<file path="src/rtl/smde_pkg.sv">
package smde_pkg;

  // sizes of the stores
  localparam int MAX_ITEMS   = 256;
  localparam int LEVEL_COUNT = 16;

  localparam int IDX_W    = $clog2(MAX_ITEMS);
  localparam int POS_W    = $clog2(MAX_ITEMS + 1);
  localparam int LVL_W    = $clog2(LEVEL_COUNT);
  localparam int CNT_W    = 9;
  localparam int CODE_W   = 4;
  localparam int ITEM_W   = 8;
  localparam int FIELD_W  = 8;
  localparam int CMD_W    = 3;
  localparam int VALUE_W  = 32;
  localparam int TALLY_W  = 20;
  localparam int WEIGHT_W = 32;
  localparam int DELTA_W  = 61;
  localparam int PROD_W   = TALLY_W + WEIGHT_W;
  localparam int ACC_W    = 64;
  localparam int WSEL_W   = 3;

  typedef enum logic [CMD_W-1:0] {
    CMD_WR_CODE   = 3'd0,
    CMD_WR_ORDER  = 3'd1,
    CMD_WR_WEIGHT = 3'd2,
    CMD_EVAL_SWAP = 3'd3,
    CMD_EVAL_MOVE = 3'd4
  } cmd_t;

  typedef enum logic [3:0] {
    ST_IDLE,
    ST_RD_P1,
    ST_RD_P2,
    ST_CAP_P2,
    ST_OUTER_RD,
    ST_OUTER_CAP,
    ST_WALK_SETUP,
    ST_WALK,
    ST_DRAIN,
    ST_SUM,
    ST_DONE
  } state_t;

  typedef enum logic [1:0] {
    AMT_CONST,
    AMT_SWAP,
    AMT_STEP
  } amt_mode_t;

  // control from the sequencer to the tally and weight unit
  typedef struct packed {
    logic                       clr;
    logic                       add_en;
    logic [CODE_W-1:0]          add_code;
    logic signed [TALLY_W-1:0]  add_amt;
    logic                       wt_we;
    logic [LVL_W-1:0]           wt_idx;
    logic signed [WEIGHT_W-1:0] wt_val;
    logic                       sum_start;
  } tally_ctl_t;

  typedef struct packed {
    logic                      done;
    logic signed [DELTA_W-1:0] delta;
  } tally_res_t;

  // clamp the accumulated sum into the result range
  function automatic logic signed [DELTA_W-1:0] sat_delta(input logic signed [ACC_W-1:0] a);
    logic signed [ACC_W-1:0] dmax;
    logic signed [ACC_W-1:0] dmin;
    dmax = {{(ACC_W-DELTA_W+1){1'b0}}, {(DELTA_W-1){1'b1}}};
    dmin = ~dmax;
    if (a > dmax) return dmax[DELTA_W-1:0];
    else if (a < dmin) return dmin[DELTA_W-1:0];
    else return a[DELTA_W-1:0];
  endfunction

endpackage

</file>
<file path="src/rtl/smde_tally.sv">
module smde_tally (
  input  logic                 clk,
  input  logic                 rst,
  input  smde_pkg::tally_ctl_t ctl,
  output smde_pkg::tally_res_t res
);
  import smde_pkg::*;

  logic signed [TALLY_W-1:0]  tally [LEVEL_COUNT];
  logic signed [WEIGHT_W-1:0] weight [LEVEL_COUNT];

  logic                       run;
  logic [LVL_W:0]             k;
  logic                       pvalid;
  logic                       plast;
  logic signed [PROD_W-1:0]   prod;
  logic signed [ACC_W-1:0]    acc;
  logic                       fin;

  // per-level tallies, cleared at the start of each valid evaluation
  always_ff @(posedge clk) begin
    if (rst || ctl.clr) begin
      for (int i = 0; i < LEVEL_COUNT; i++) tally[i] <= '0;
    end else if (ctl.add_en) begin
      tally[ctl.add_code[LVL_W-1:0]] <= tally[ctl.add_code[LVL_W-1:0]] + ctl.add_amt;
    end
  end

  // level weights
  always_ff @(posedge clk) begin
    if (ctl.wt_we) weight[ctl.wt_idx] <= ctl.wt_val;
  end

  // one level per cycle: multiply, then accumulate
  always_ff @(posedge clk) begin
    if (rst) begin
      run    <= 1'b0;
      k      <= '0;
      pvalid <= 1'b0;
      plast  <= 1'b0;
      fin    <= 1'b0;
    end else begin
      fin <= pvalid && plast;
      if (ctl.sum_start) begin
        run    <= 1'b1;
        k      <= '0;
        pvalid <= 1'b0;
        plast  <= 1'b0;
      end else begin
        pvalid <= run;
        plast  <= run && (k == (LVL_W+1)'(LEVEL_COUNT - 1));
        if (run) begin
          k <= k + 1'b1;
          if (k == (LVL_W+1)'(LEVEL_COUNT - 1)) run <= 1'b0;
        end
      end
    end
  end

  always_ff @(posedge clk) begin
    prod <= tally[k[LVL_W-1:0]] * weight[k[LVL_W-1:0]];
    if (ctl.sum_start) acc <= '0;
    else if (pvalid) acc <= acc + {{(ACC_W-PROD_W){prod[PROD_W-1]}}, prod};
  end

  assign res.done  = fin;
  assign res.delta = sat_delta(acc);

endmodule

</file>
<file path="config.mk">
export PLATFORM = sky130hd
export DESIGN_NAME = smde_tally
export DESIGN_NICKNAME = d
export VERILOG_FILES = /design/src/rtl/smde_pkg.sv /design/src/rtl/smde_tally.sv
export SDC_FILE = /design/constraint.sdc
export NUM_CORES = 2
export LEC_CHECK = 0
export BUFFER_PORTS_ARGS = -buffer_cell sky130_fd_sc_hd__buf_2
export CAP_MARGIN = 5
export CORE_MARGIN = 3
export CORE_UTILIZATION = 55
export DETAILED_ROUTE_END_ITERATION = 8
export PLACE_DENSITY = 0.83
export SKIP_LAST_GASP = 1
export SLEW_MARGIN = 25
export SYNTH_ARGS = -nofsm -noshare
export SYNTH_HDL_FRONTEND = slang
export SYNTH_SLANG_ARGS = --single-unit
</file>
<file path="constraint.sdc">
create_clock -name clk -period 29.5 [get_ports clk]
set_clock_uncertainty 0.2 [all_clocks]
set_input_delay 5.9 -clock clk [delete_from_list [all_inputs] [get_ports clk]]
set_output_delay 5.9 -clock clk [all_outputs]
set_load 0.01 [all_outputs]
</file>
== Yosys cells after proc, flatten, opt, wreduce, memory -nomap -nowiden ==
Memory sizes are Yosys's and may differ from the RTL's. A register that Yosys moved wholly into a read port is not among the register bits.
Cells that the tools add are included.
Operators by class
  add/subtract/negate cells: 3
  $mul: 1
  magnitude comparators: 2
  equality and inequality tests: 1
  multiplexer cells: 19
  reductions and logical operators: 5
Operators by type and width (count)
  $mux W61: 2
  $add A64 B64 Y64: 1
  $gt A64 B61 Y1 const B: 1
  $lt A64 B61 Y1 const B: 1
  $mul A20 B32 Y52: 1
  $add A20 B20 Y20: 1
  $mux W20: 1
  $mux W4: 5
  $reduce_or A20 Y1: 1
  $mux W1: 11
  $add A5 B1 Y5 const B: 1
  $eq A5 B4 Y1 const B: 1
  $logic_and A1 B1 Y1: 2
  $reduce_or A2 Y1: 1
  $logic_or A1 B1 Y1: 1
Storage, ports and cells
  flip-flop bits (word level): 125
  bits in writable memories: 832
  input bits: 66
  output and inout bits: 62
  word-level logic and storage cells: 40
  memories: 2
Memories
  weight: depth 16, bits a word 32, read ports 1, clocked after memory_dff 1, wr ports 1, RTL line smde_tally.sv:10  | logic signed [WEIGHT_W-1:0] weight [LEVEL_COUNT];
  tally: depth 16, bits a word 20, read ports 2, clocked after memory_dff 1, wr ports 16, RTL line smde_tally.sv:9  | logic signed [TALLY_W-1:0] tally [LEVEL_COUNT];

== Logic depth before layout (Yosys ltp) ==
  depth in word-level cells: 5
  mapped depth: 37
  gate-level depth less buffers: 32

== Worst setup path after synthesis ==
OpenSTA, ideal clock, no wires.
  path type: input port to flip-flop
  from: input port ctl[58] (netlist bit)
  to: memory tally[10][19] (data pin)
  library setup time: 0.256 ns
  arrival time: 10.498 ns
  data required time: 29.044 ns
  setup slack: 18.546 ns
  cell stages on the path: 18
  buffers on the path: 3
  cell sequence: clkbuf_1 > buf_1 > mux4_2 > mux4_2 > ha_1 > a21o_1 > a21oi_2 > o21ai_1 > a21o_1 > a21oi_2 > o21ai_1 > o41ai_4 > nor4b_1 > or4_1 > a21oi_1 > xnor2_1 > buf_2 > nor2_1
RTL lines
  start, declared: RTL line smde_tally.sv:4  | input smde_pkg::tally_ctl_t ctl,
  end, declared: RTL line smde_tally.sv:9

==> out/results.tsv <==
stage	metric	value	unit
timing	Setup TNS	0	ns
route	final wirelength	184000	um
critical_path	slowest cell delay on critical path	0.74	ns
clock_tree	CTS tree	done	
global_route	met3 global-route usage	10.7	%
clock_tree	cts-stage hold buffer count	0	
timing	endpoints failing setup	0	
critical_path	crit path launch type	input port	
logic_synthesis	mean area per synthesized cell	12.2	um2
global_route	GRT Util Overall	29.4	%
logic_synthesis	largest area contributor in the netlist	edfxtp_1	
finish	highest-count cells in the layout ignoring fill and taps	832 x edfxtp_1, 794 x inv_1, 730 x nor2_1	
power_and_ir_drop	power per cell area	83.1	mW/mm2
timing	Max Slew Vio Count	0	
route	ANT nets after route	0	
timing	unrepaired setup endpoints after global routing	false	
route	drt wl/cell	25.8	um
finish	Final #Nets	6359	
logic_synthesis	Yosys reg bits	961	
route	Vias	44800	
global_route	number of global-route vias before repair	47500	
global_route	GRT met1 Usage	36.2	%
finish	leading cell type in the layout, fill and taps excluded	edfxtp_1	
clock_tree	post-CTS resize count	0	
outcome	outcome	complete, no violations	
finish	fillers	8562	
clock_tree	total clock sinks	961	
logic_synthesis	Syn Nets	6333	
critical_path	Worst setup EP type	flip-flop	
finish	proportion of layout cells with a drive suffix above 1	14.7	%
global_route	met2 usage	46.6	%
logic_synthesis	Syn. warnings	0	
logic_synthesis	synthesized area	0.0662	mm2
floorplanning	I/O pin count	128	
critical_path	sequence of cells on the critical path	buf_4, buf_4, mux4_2, mux4_2, ha_1, inv_1, fa_1, nor2b_1, o21ai_0, a21oi_1, o21ai_0, a21boi_0, o21ai_1, a21oi_1, o21a_1, a21o_1, a21oi_1, xor2_2, nor2_1	
global_route	GR peak layer	met2	
worst_hold_path	Worst Hold Launch	plast$_SDFF_PP0_	
floorplanning	num rows	126	
critical_path	critical-path maximum fanout	51	
route	DRC violation total after the first TritonRoute iteration	6153	
logic_synthesis	sequential element share of the synthesized area	41.6	%
clock_tree	Reg clk slew, reported paths	0.07	ns
global_route	GRT overflow	0	
clock_tree	Root Buffer	clkbuf_16	
timing	Final WS setup	18.02	ns
floorplanning	Chip Width	353	um
logic_synthesis	Synth async-reset ratio	0	%
logic_synthesis	synth unique cells	88	
job	Max Cap Viol	0	
logic_synthesis	Area contributors post-synth	edfxtp_1 38%, fa_1 19%, mux4_2 11%	
logic_synthesis	Mapped Cells	5414	
placement	hpwl dp	117000	um
clock_tree	Setup Buffers After CTS	0	
placement	Place WS	17.57	ns
power_and_ir_drop	VDD IR-drop max	0.100	mV
clock_tree	TritonCTS Buffers	94	
clock_tree	Skew-Pair Late Insertion Delay	0.72	ns
critical_path	CP Data Arrival Time	11.71	ns
global_route	initial antenna violation count	13	
placement	gpl congestion	0.943	
critical_path	Worst path slowest cell	buf_4	
worst_hold_path	hold crit path type	flip-flop to flip-flop	
critical_path	critical path's top delay family	compound AO/OA/AOI/OAI gates	
floorplanning	die height	353	um
critical_path	launch point of the worst path	ctl[59]	
critical_path	WP data required	29.73	ns
route	vias per cell	6.30	
critical_path	WP buf/inv	3	
placement	input/output buffers	127	
timing	Hold Violations, Final	0	
route	count of TritonRoute iterations in the first routing pass	6	
finish	Area growth syn-to-layout	8.32	%
critical_path	cell mode on critical path	a21oi_1	
timing	final worst-path cycle share	38.9	%
timing	slew of the pin with the lowest slew margin	1.18	ns
global_route	global-route wire length before repair	280000	um
floorplanning	Initial Util	55.8	%
floorplanning	die area	0.125	mm2
timing	FMAX	87.1	MHz
clock_tree	Clock Path Buffers	3	
logic_synthesis	number of synthesized flops with an enable pin	832	
logic_synthesis	Main synth FF type	edfxtp_1	
power_and_ir_drop	Leakage Power	0.0294	uW
floorplanning	core area	0.119	mm2
timing	crit path time final	11.48	ns
global_route	pin count of the biggest net entering global routing	67	
timing	max_slew headroom	20.9	%
logic_synthesis	Yosys top cell area share	37.7	%
route	drc violations	0	
critical_path	Crit Path Class	input port to flip-flop	
clock_tree	H-tree levels	3	
==> per-stage QoR <==
step | hold slack, ns | instance area [um2] | instances | util (%) | total power, uW
5_1_grt | 0.303 | 71700 | 7115 | 60.4 | 6430
4_1_cts | 0.276 | 71600 | 7108 | 60.3 | 5920
3_3_place_gp | 0.278 | 68600 | 6942 | 57.8 | 4630
6_report | 0.271 | 71800 | 7119 | 60.4 | 5960
3_5_place_dp | 0.273 | 68700 | 6942 | 57.9 | 4750
2_1_floorplan | 0.238 | 66200 | 5414 | - | 4030
==> power by group <==
| group | internal [uW] | switching [uW] | total [uW] |
|---|---|---|---|
| Clock | 626 | 540 | 1170 |
| Sequential | 1590 | 44.2 | 1640 |
| Combinational | 1300 | 1860 | 3160 |
| Total | 3520 | 2440 | 5960 |
==> final timing paths <==
kind	cells past startpoint	endpoint	slack (ns)
worst max-delay path	19	tally[10][16]$_SDFFCE_PN0P_	18.02
worst min-delay path	1	fin$_SDFF_PP0_	0.27
worst max register to register	29	prod[50]$_DFF_P_	18.23
worst min register to register	1	fin$_SDFF_PP0_	0.27
==> synthesized netlist by cell type (21+ instances only) <==
| cell type | count |
|---|---|
| edfxtp_1 | 832 |
| inv_1 | 794 |
| nor2_1 | 743 |
| fa_1 | 638 |
| nand2_1 | 435 |
| mux4_2 | 326 |
| clkbuf_1 | 231 |
| ha_1 | 215 |
| dfxtp_1 | 129 |
| a21oi_1 | 126 |
| o21a_1 | 95 |
| mux2i_1 | 75 |
| o21ai_0 | 73 |
| a21o_1 | 71 |
| xnor2_1 | 71 |
| xor2_1 | 59 |
| nand2b_1 | 52 |
| nor2b_1 | 42 |
| o21ai_1 | 40 |
| mux2_2 | 34 |
| buf_2 | 33 |
| and2_1 | 31 |
| buf_1 | 31 |
| nor3_1 | 22 |
| nand3_1 | 21 |
==> state kept, by name, summed over array words and instances, names as in the netlist, named ones only <==
signal and flops:
plast 1, run 1, acc 64, k 5
pvalid 1, weight 512, tally 320, fin 1
prod 52
==> layer usage <==
metal  routed length, um  part of all wire, %  vias up
li1                    -                    -    18300
met1               62400                   34    22200
met2               85400                   46     3480
met3               25800                   14      835
met4               10200                  5.5        6
met5                  39                0.021        -
==> cell type report <==
| class | instances | area, um2 | area share (%) |
|---|---|---|---|
| inverter | 796 | 2990 | 4.16 |
| tap | 1600 | 2000 | 2.79 |
| antenna | 9 | 22.5 | 0.0314 |
| timing repair buffer | 229 | 1450 | 2.02 |
| sequential | 961 | 27600 | 38.4 |
| clock inverter | 49 | 399 | 0.556 |
| clock buffer | 117 | 2510 | 3.50 |
| multi-input combinational | 3358 | 34800 | 48.5 |
==> worst reg2reg max path, delay by kind of cell (launching register included) <==
| family | cells | cell delay [ns] |
|---|---|---|
| AO/OA/AOI/OAI | 11 | 3.11 |
| XOR/XNOR | 1 | 0.15 |
| adder cells (fa/ha/maj) | 8 | 3.91 |
| buffers and inverters | 6 | 1.85 |
| flip-flops | 1 | 1.03 |
| multiplexers | 2 | 0.77 |
| AND/OR/NAND/NOR | 1 | 0.15 |
==> cells by family after synthesis <==
logic type	share of synthesized area (%)
simple gates	9.03
buf+inv	6.30
flops	41.6
fa+ha+maj	23.3
compound gates	5.21
mux	12.8
xor+xnor	1.72
(Power assumes the default switching activity.)
